`src/fbm_accum.sv`:
```
// Per-octave weight and accumulate: sum_out = sum_in + floor(val*amp / ONE) when use_oct, else sum_in.
module fbm_accum #(
    parameter int FRAC_BITS = 16,
    parameter int SUM_W = 28
) (
    input  logic                         clk,
    input  logic                         en,
    input  logic                         use_oct,
    input  logic signed [FRAC_BITS+3:0]  val,
    input  logic [FRAC_BITS:0]           amp,
    input  logic signed [SUM_W-1:0]      sum_in,
    output logic signed [SUM_W-1:0]      sum_out
);
    localparam int PW = 2 * FRAC_BITS + 6;
    logic signed [PW-1:0] prod;
    assign prod = PW'(val) * PW'(signed'({1'b0, amp}));

    always_ff @(posedge clk)
    begin
        if (en)
        begin
            sum_out <= use_oct ? sum_in + SUM_W'(prod >>> FRAC_BITS) : sum_in;
        end
    end
endmodule

```
`config.mk`:
```
export PLATFORM = sky130hd
export DESIGN_NAME = fbm_accum
export DESIGN_NICKNAME = d
export VERILOG_FILES = /design/src/fbm_accum.sv
export SDC_FILE = /design/constraint.sdc
export NUM_CORES = 1
export LEC_CHECK = 0
export BUFFER_PORTS_ARGS = -buffer_cell sky130_fd_sc_hd__buf_2
export CORE_ASPECT_RATIO = 1.2
export CORE_MARGIN = 2
export CORE_UTILIZATION = 50
export DETAILED_ROUTE_END_ITERATION = 12
export MAX_ROUTING_LAYER = met4
export PLACE_DENSITY = 0.71
export RECOVER_POWER = 50
export SYNTH_ARGS = -nofsm -noshare
export SYNTH_HDL_FRONTEND = slang
export SYNTH_SLANG_ARGS = --single-unit
```
`constraint.sdc`:
```
create_clock -name clk -period 9.1 [get_ports clk]
set_clock_uncertainty 0.2 [all_clocks]
set_input_delay 0.91 -clock clk [delete_from_list [all_inputs] [get_ports clk]]
set_output_delay 0.91 -clock clk [all_outputs]
set_load 0.05 [all_outputs]
```
Word-level counts from Yosys, hierarchy flattened
Index checks and enable logic that the tools add are counted.

storage, ports and cells
  register bits = 28
  input bits = 68
  output and inout bits = 28
  logic and storage cells = 4

cells by class
  add/subtract/negate cells = 1
  multipliers = 1
  muxes and demuxes = 1

operators with widths
  operator        count
  $mul 20x18->38  1
  $add 28x22->28  1
  $mux 28         1

Logic depth before layout (Yosys ltp)
Gate-level depths: netlist of the first run.

  word-level depth = 3
  depth in mapped cells = 36
  gate-level depth less buffers = 35

Worst setup path before layout of the first run
OpenSTA, ideal clock, no wires.

  kind = input port to flip-flop
  start point = in val[19]
  end point = reg sum_out[25] (data pin)
  setup time = 0.260 ns
  arrival time = 8.258 ns
  required time = 8.640 ns
  path slack = 0.382 ns
  stages = 27
  path buffers = 1
  cell sequence = clkbuf_1 nand2_1 fa_1 fa_1 inv_1 fa_1 fa_1 fa_1 inv_1 fa_1 inv_1 ha_1 a21o_1 a221o_1 a21o_1 a31o_2 a21o_1 a21o_1 xor2_1 ha_1 a21o_1 a211o_1 o21ai_0 nor4b_2 or3_1 xor2_1 mux2_2

on the way
  longest elaborated chain between the ends = 3

RTL lines
  item                    RTL line  source
  start: declaration      9         input logic signed [FRAC_BITS+3:0] val,
  $mul 20x18->38          16        assign prod = PW'(val) * PW'(signed'({1'b0, amp}));
  $add 28x22->28          22        sum_out <= use_oct ? sum_in + SUM_W'(prod >>> FRAC_BITS) : sum_in;
  $mux 28                 22
  end signal: assignment  22
  end: declaration        12        output logic signed [SUM_W-1:0] sum_out

No other way between the ends.
A chain may end at the register's enable or synchronous reset.

Worst setup path after layout of the first run
  start point = in val[8]
  end point = reg sum_out[25] (data pin)

Same word-level chain as after synthesis.

==> summary.md, run 1 <==
| Metric | Value |
|---|---|
| Register area | 841 um^2 |
| FMAX | 113 MHz |
| Post-CTS resize count | 0 |
| Largest net degree at the start of global routing | 30 |
| Hold Violations, Final | 0 |
| Most used DFF post-synth | edfxtp_1 |
| Minimum clock period | 8.87 ns |
| Routed WL per cell | 16.1 um |
| Violated checks | capacitance limit, slew limit |
| Clock root cell | clkbuf_16 |
| Post-Syn Nets | 2105 |
| Area of the multi-input gates | 0.0122 mm^2 |
| DRC | 0 |
| Port bufs | 95 |
| Yosys top cell area share | 46.3% |
| Critical hold path startpoint | sum_in[27] |
| Biggest regs | sum_out: 28 flops |
| Fin crit share | 97.5% |
| CP max FO | 12 |
| CTS tree | done |
| Placed Cells | 2075 |
| First DRT Iteration DRCs | 422 |
| Relative slew margins | -4.03% |
| Global-route wire length before repair | 56300 um |
| Final setup fails | 0 |
| Nets | 2224 |
| WS Path Type | input port to register |
| Remaining antenna violation count | 0 |
| Max reg flops | 28 |
| Synth top area cells | fa_1, inv_1, ha_1, and2_1, edfxtp_1 |
| Drt first pass iters | 6 |
| Worst hold path depth | 2 |
| Initial core utilization | 51.0% |
| Async S/R FF share, synth | 0% |
| Avg Vias per Cell | 5.19 |
| Top-count cell post-synth | inv_1 |
| Layout cell share with drive strength beyond 1 | 13.5% |
| Die H | 192 um |
| Num CTS Buffers | 3 |
| Vias in the first global route | 12000 |
| Critical path required time | 8.93 ns |
| Syn Area/Cell | 9.33 um^2 |
| CP endpoint kind | register |
| Initial antenna violation count | 0 |
| Post-synthesis sequential area ratio | 5.72% |
| Netlist cell types | 51 |
| Fill count | 2583 |
| Crit path launch | val[8] |
| H-Tree Depth | 1 |
| Setup Buffers After CTS | 0 |
| M1 GR Usage | 26.4% |
| Antenna cells | 0 |
| Clock slew at reported path FFs | 0.07 ns |
| Clock sinks | 28 |
| Met2 Use GR | 43.1% |
| Hold-fix buffers, CTS | 0 |
| Most flops, register | sum_out |
| Worst Max-Slew Pin Slew | 1.56 ns |
| CTS Buffer Depth | 2 |
| Crit-path slowest cell | fa_1 |
| Tot GR Track Use | 23.5% |
| Yosys warnings | 0 |
| Die area | 0.0308 mm^2 |
| Io pins | 96 |
| Commonest cells post-synth | inv_1, fa_1, and2_1 |
| DP Wirelength | 29300 um |
| GP Congestion | 0.900 |
| Num rows | 68 |
| Die width | 161 um |
| CP max stage delay | 0.60 ns |
| Met3 Use GR | 1.51% |
| Mapped cell area | 0.0147 mm^2 |
| Slew Limit Fails | 29 |
| Grt peak-use layer | met2 |
| Area growth syn-to-layout | 10.4% |
| Routed WL | 33600 um |
| EDFF count, synth | 28 |
| Arrival @ worst endpoint | 8.71 ns |
| Core area | 0.0288 mm^2 |
| Post-route insts no fill | 2079 |
| Worst Setup Start Kind | input port |
| Vias | 10800 |
| Cell mode on critical path | fa_1 |
| Syn Inst Count | 1576 |
| Placed inst area | 0.0160 mm^2 |
| Max-cap violations | 1 |
| Grt ovf | 0 |
| Outcome | complete, but fails checks |
| Hold path endpoint | sum_out[27] |
| Seq cells post-synth | 28 |
| Hold WC Path Type | input port to register |
| Largest area contributor in the netlist | fa_1 |
| Post-route cell area | 0.0162 mm^2 |
## final cells by class
| class | instances | share of cell area, % |
|---|---|---|
| multi-input cells | 1071 | 74.9 |
| flip-flops and latches | 28 | 5.18 |
| repair buffers | 172 | 6.60 |
| clock buffers | 3 | 0.463 |
| well taps | 385 | 2.97 |
| inverters | 419 | 9.69 |
| clock inverters | 1 | 0.185 |
## cells by family (layout without fill, tap and decap cells)
kind of cell	count (synthesis)	after routing	synth area share (%)
fa+ha+maj	461	461	56.6
flops	28	28	5.72
buf+inv	477	595	12.2
mux	26	26	1.99
compound gates	121	121	5.79
xor+xnor	57	57	3.45
simple gates	406	406	14.2
## per-layer routing
| layer | wire [um] | vias to the layer above |
|---|---|---|
| met5 | 0 | - |
| li1 | - | 4886 |
| met4 | 1930 | 0 |
| met3 | 1020 | 96 |
| met1 | 12200 | 5537 |
| met2 | 18400 | 267 |
## through the flow
step	TNS, ns	hold slack [ns]	util [%]	setup WS, ns
floorplan	0	0.822	-	0.382
global placement	0	1.01	55.6	0.104
detailed placement	-0.388	1.02	55.6	-0.129
CTS	0	0.736	55.9	0.149
global route	-0.0207	0.741	56.3	-0.0199
finish	0	0.734	56.3	0.226
## worst max-delay path by stage
| stage | to | slack [ns] | cells after the start |
|---|---|---|---|
| 2_1_floorplan | sum_out[25] | 0.38 | 27 |
| 3_3_place_gp | sum_out[24] | 0.10 | 35 |
| 3_5_place_dp | sum_out[27] | -0.13 | 32 |
| 4_1_cts | sum_out[27] | 0.15 | 32 |
| 5_1_grt | sum_out[20] | -0.02 | 33 |
| 6_report | sum_out[25] | 0.23 | 31 |
## critical path: cells and delay by family
kind	cells	cell delay (ns)
fa+ha+maj	8	3.66
simple gates	4	0.66
mux	1	0.26
xor+xnor	2	0.31
compound gates	10	2.14
buf+inv	6	0.74
## cells in the final DEF, fill, tap and decap left out, drive strengths merged, types with 3 or more instances in the layout
cell    netlist  routed
a211oi        8       8
a21o         27      27
a21oi        35      35
and2        177     177
and3          3       3
and4          7       7
buf           1     152
clkbuf       57      23
edfxtp       28      28
fa          340     340
ha          121     121
inv         419     419
mux2         26      26
nand2       172     172
nand3         8       8
nand4         4       4
nor2         15      15
nor3          6       6
o211ai        3       3
o21a          6       6
o21ai        18      18
o21bai        8       8
o221ai        3       3
or3           3       3
xnor2        36      36
xor2         21      21
Power of run 1 is not shown: default switching activity piles up to over one toggle a cycle in this logic, so the estimate is an artifact.
==> run 2, diff against run 1 <==
--- a/config.mk
+++ b/config.mk
@@ -13,6 +13,7 @@
 export MAX_ROUTING_LAYER = met4
 export PLACE_DENSITY = 0.71
 export RECOVER_POWER = 50
+export SETUP_SLACK_MARGIN = 0.5
 export SYNTH_ARGS = -nofsm -noshare
 export SYNTH_HDL_FRONTEND = slang
 export SYNTH_SLANG_ARGS = --single-unit
==> summary.md, run 2 (synthesis results as in run 1) <==
| Metric | Value |
|---|---|
| Placed Cells | 2094 (+0.92%) |
| Commonest non-fill, non-tap cells in the layout | inv_1, fa_1, nand2_1 |
| Die width | 161 um (unchanged) |
| Initial antenna violation count | 1 (+1) |
| Metal-1 WL | 13500 um (+11%) |
| CP max stage delay | 0.53 ns (-0.07 ns) |
| Port bufs | 95 (unchanged) |
| Die area | 0.0308 mm^2 (unchanged) |
| Drt first pass iters | 4 (-2) |
| CP max FO | 10 (-2) |
| Worst Setup Start Kind | input port |
| Nets | 2266 (+1.9%) |
| Post-route insts no fill | 2121 (+2.0%) |
| RSZ-0062 raised after global routing | yes |
| DP Wirelength | 29600 um (+1.3%) |
| CTS Buffer Depth | 2 (unchanged) |
| WHS | 0.728 ns (-0.00596 ns) |
| Routed WL | 36200 um (+7.7%) |
| Levels on crit path | 33 (+6.5%) |
| Minimum clock period | 8.60 ns (-0.270 ns) |
| First DRT Iteration DRCs | 478 (+13%) |
| Clock root cell | clkbuf_16 |
| Largest net degree at the start of global routing | 30 (unchanged) |
| Io pins | 96 (unchanged) |
| H-Tree Depth | 1 (unchanged) |
| Global-route wire length before repair | 57600 um (+2.3%) |
| Final setup fails | 0 (unchanged) |
| Num rows | 68 (unchanged) |
| Vias | 11000 (+2.3%) |
| Cell family with most CP delay | adder cells |
| Fin crit share | 94.6% (-3.0 points) |
| Vias in the first global route | 11900 (-0.30%) |
| Commonest non-fill, non-tap cell in the layout | inv_1 |
| Max-cap violations | 1 (unchanged) |
| Cell mode on critical path | fa_1 |
| Arrival @ worst endpoint | 8.43 ns (-0.28 ns) |
| Worst Max-Slew Pin Slew | 1.63 ns (+0.0687 ns) |
| Relative slew margins | -8.61% (-4.6 points) |
| Slew Limit Fails | 29 (unchanged) |
| Tot GR Track Use | 24.4% (+0.90 points) |
| Critical path destination | sum_out[24] |
| Avg Vias per Cell | 5.20 (+0.29%) |
| Crit path launch | val[15] |
| Outcome | complete, but fails checks |
| Initial core utilization | 51.0% (unchanged) |
| Hold WC Path Type | input port to register |
| Most flops, register | sum_out |
| Biggest regs | sum_out: 28 flops |
| Max Used Layer | met4 |
| Core area | 0.0288 mm^2 (unchanged) |
| Fin util | 59.6% (+3.3 points) |
| Grt ovf | 0 (unchanged) |
| Critical path required time | 8.92 ns (about the same) |
| Clock slew at reported path FFs | 0.07 ns (about the same) |
| DRC | 0 (unchanged) |
| GP Congestion | 0.898 (-0.32%) |
| WS Path Type | input port to register |
| Hold-fix buffers, CTS | 0 (unchanged) |
| FMAX | 116 MHz (+3.1%) |
| Die H | 192 um (unchanged) |
| CTS tree | done |
| Routed WL per cell | 17.0 um (+5.6%) |
| Layout cell share with drive strength beyond 1 | 19.7% (+6.3 points) |
| Num CTS Buffers | 3 (unchanged) |
| Clock sinks | 28 (unchanged) |
| Remaining antenna violation count | 0 (unchanged) |
| Max reg flops | 28 (unchanged) |
| Met3 WL | 1060 um (+4.1%) |
| Hold Violations, Final | 0 (unchanged) |
| Crit-path slowest cell | fa_1 |
| Area growth syn-to-layout | 16.9% |
| Met2 WL post-DR | 19700 um (+6.7%) |
| Violated checks | capacitance limit, slew limit |
| CP endpoint kind | register |
| Worst Path Buf+Inv | 7 (+1) |
## run 2: cell count changes in the layout (fill, tap and decap cells not counted), moves of 6 or more
cell	previous run	this run
and2_1	176	159
and2_4	1	18
buf_2	72	50
buf_4	79	118
buf_6	0	13
buf_8	0	6
fa_1	338	331
fa_2	2	9
ha_1	120	105
ha_4	0	10
inv_1	419	407
inv_2	0	12
o21ai_0	13	7
## run 2: worst min path at each step
stage	from	to	slack, ns	cells after the start
finish	sum_in[27]	sum_out[27]	0.73	2
global placement	sum_in[27]	sum_out[27]	1.01	2
global route	sum_in[27]	sum_out[27]	0.76	2
floorplan	en	sum_out[0]	0.82	0
detailed placement	sum_in[27]	sum_out[27]	1.01	2
CTS	sum_in[27]	sum_out[27]	0.73	2
## run 2: cell type report
| class | instances | area [um^2] |
|---|---|---|
| Inverter | 419 | 1570 |
| Antenna cell | 1 | 2.50 |
| Clock buffer | 3 | 75.1 |
| Multi-Input combinational cell | 1071 | 12500 |
| Timing Repair Buffer | 214 | 1680 |
| Tap cell | 385 | 482 |
| Fill cell | 2452 | 11700 |
| Sequential cell | 28 | 841 |
## run 2: timing repair
item                                    CTS  global route
resized for setup                        76           115
buffers inserted                         11            10
pin swaps                                47            90
gates cloned                              1             1
endpoints found under the setup margin    8            13
## run 2: metrics by stage
stage                     TNS (ns)  area, um^2  worst slack (ns)
after floorplan                  0       14700             0.504
after global placement           0       16200            0.0382
after global routing             0       17200             0.279
after CTS                        0       16600             0.503
after detailed placement    -0.172       16200           -0.0598
final                            0       17200             0.495
## run 2: routing by layer
layer	global-route usage, %	vias up
met5	-	-
met4	11.8	0
met3	1.99	114
met2	43.9	247
met1	27.7	5700
li1	-	4975
Power of run 2 is left out for the same reason.
==> run 3, diff against run 2 <==
--- a/config.mk
+++ b/config.mk
@@ -7,7 +7,6 @@
 export LEC_CHECK = 0
 export BUFFER_PORTS_ARGS = -buffer_cell sky130_fd_sc_hd__buf_2
 export CORE_ASPECT_RATIO = 1.2
-export CORE_MARGIN = 2
 export CORE_UTILIZATION = 50
 export DETAILED_ROUTE_END_ITERATION = 12
 export MAX_ROUTING_LAYER = met4
==> summary.md, run 3 (synthesis results as in run 1) <==
| Metric | Value |
|---|---|
| Arrival @ worst endpoint | 8.39 ns (-0.04 ns) |
| Clock sinks | 28 (unchanged) |
| Met3 Use GR | 2.57% (+0.59 points) |
| Num CTS Buffers | 3 (unchanged) |
| Avg Vias per Cell | 5.20 (about the same) |
| DP Wirelength | 30200 um (+1.7%) |
| Worst Path Buf+Inv | 6 (-1) |
| Max reg flops | 28 (unchanged) |
| Die H | 190 um (-1.0%) |
| Area growth syn-to-layout | 15.0% |
| Levels on crit path | 35 (+6.1%) |
| Final setup fails | 0 (unchanged) |
| Tot GR Track Use | 25.9% (+1.5 points) |
| Fin crit share | 94.0% (-0.52 points) |
| Setup TNS | 0 ns (unchanged) |
| Hold WC Path Type | input port to register |
| Slew Limit Fails | 29 (unchanged) |
| FMAX | 117 MHz (+0.55%) |
| Hold Violations, Final | 0 (unchanged) |
| CP max FO | 6 (-4) |
| Port bufs | 95 (unchanged) |
| Num rows | 68 (unchanged) |
| Initial core utilization | 51.0% (unchanged) |
| Global-route wire length before repair | 58000 um (+0.79%) |
| Worst hold path depth | 2 (unchanged) |
| Io pins | 96 (unchanged) |
| H-Tree Depth | 1 (unchanged) |
| Most flops, register | sum_out |
| DRC | 0 (unchanged) |
| Remaining antenna violation count | 0 (unchanged) |
| Hold-fix buffers, CTS | 0 (unchanged) |
| Relative slew margins | -3.85% (+4.8 points) |
| Routed WL per cell | 17.2 um (+1.0%) |
| Vias | 10900 (-1.3%) |
| Biggest regs | sum_out: 28 flops |
| GP Congestion | 0.895 (-0.28%) |
| CP endpoint kind | register |
| Die area | 0.0301 mm^2 (-2.3%) |
| Worst Max-Slew Pin Slew | 1.56 ns (-0.0714 ns) |
| Clock slew at reported path FFs | 0.07 ns (about the same) |
| Layout cell share with drive strength beyond 1 | 17.9% (-1.8 points) |
| Crit-path slowest cell | fa_1 |
| Worst Setup Start Kind | input port |
| Grt peak-use layer | met2 |
| Critical path required time | 8.93 ns (about the same) |
| Drt first pass iters | 5 (+1) |
| Commonest non-fill, non-tap cells in the layout | inv_1, fa_1, nand2_1 |
| Commonest non-fill, non-tap cell in the layout | inv_1 |
| Routed WL | 36100 um (-0.25%) |
| CTS Buffer Depth | 2 (unchanged) |
| Minimum clock period | 8.56 ns (-0.0473 ns) |
| Vias in the first global route | 12100 (+1.3%) |
| Cell family with most CP delay | adder cells |
| Max-cap violations | 1 (unchanged) |
| Core area | 0.0288 mm^2 (unchanged) |
| Grt ovf | 0 (unchanged) |
| Met2 Use GR | 46.5% (+2.6 points) |
| WS Path Type | input port to register |
| RSZ-0062 raised after global routing | yes |
| Initial antenna violation count | 2 (+1) |
| Outcome | complete, but fails checks |
| WHS | 0.726 ns (-0.00189 ns) |
| First DRT Iteration DRCs | 409 (-14%) |
| CTS tree | done |
| Die width | 159 um (-1.2%) |
| Largest net degree at the start of global routing | 30 (unchanged) |
| CP max stage delay | 0.56 ns (+0.03 ns) |
| M1 GR Usage | 28.3% (+0.56 points) |
| Nets | 2237 (-1.3%) |
| Clock root cell | clkbuf_16 |
| Violated checks | capacitance limit, slew limit |
-- run 3: cell types whose count changed in the layout (fill, tap and decap cells not counted), sizes merged --
cell	change
inv	-1
bufinv	+1
diode	+1
bufbuf	+1
clkinvlp	+1
buf	-28
clkbuf	-2
-- run 3: repair_timing --
action / CTS / global route
pin swaps: 54 / 71
gates resized for setup: 91 / 79
setup endpoints to repair: 7 / 12
setup buffers: 3 / 13
gates cloned: 2 / 0
-- run 3: worst paths after layout --
path | from | slack, ns | to
setup / recovery | val[3] | 0.54 | sum_out[24]
hold / removal | sum_in[27] | 0.73 | sum_out[27]
-- run 3: metrics by stage --
| step | cell area, um^2 | util (%) | setup WS (ns) | cells |
|---|---|---|---|---|
| finish | 16900 | 58.6 | 0.543 | 2094 |
| CTS | 16500 | 57.2 | 0.505 | 2079 |
| global placement | 16000 | 55.5 | 0.0180 | 2070 |
| floorplan | 14700 | - | 0.504 | 1576 |
| detailed placement | 16000 | 55.5 | -0.0624 | 2070 |
| global route | 16900 | 58.6 | 0.284 | 2094 |
-- run 3: final cells by class --
type | instances | area, um^2
multi-input combinational | 1071 | 12500
fill | 2488 | 11900
inverter | 419 | 1580
timing repair buffer | 185 | 1410
sequential | 28 | 841
tap | 385 | 482
clock buffer | 3 | 75.1
clock inverter | 1 | 30.0
antenna | 2 | 5.00
-- run 3: routing by layer --
metal / up-vias / share of wire, % / wire length, um
met5: - / 0 / 0
met4: 0 / 5.6 / 2010
met3: 114 / 3.6 / 1290
met2: 287 / 55 / 19900
met1: 5573 / 36 / 12900
li1: 4916 / - / -
Power of run 3 is left out for the same reason.
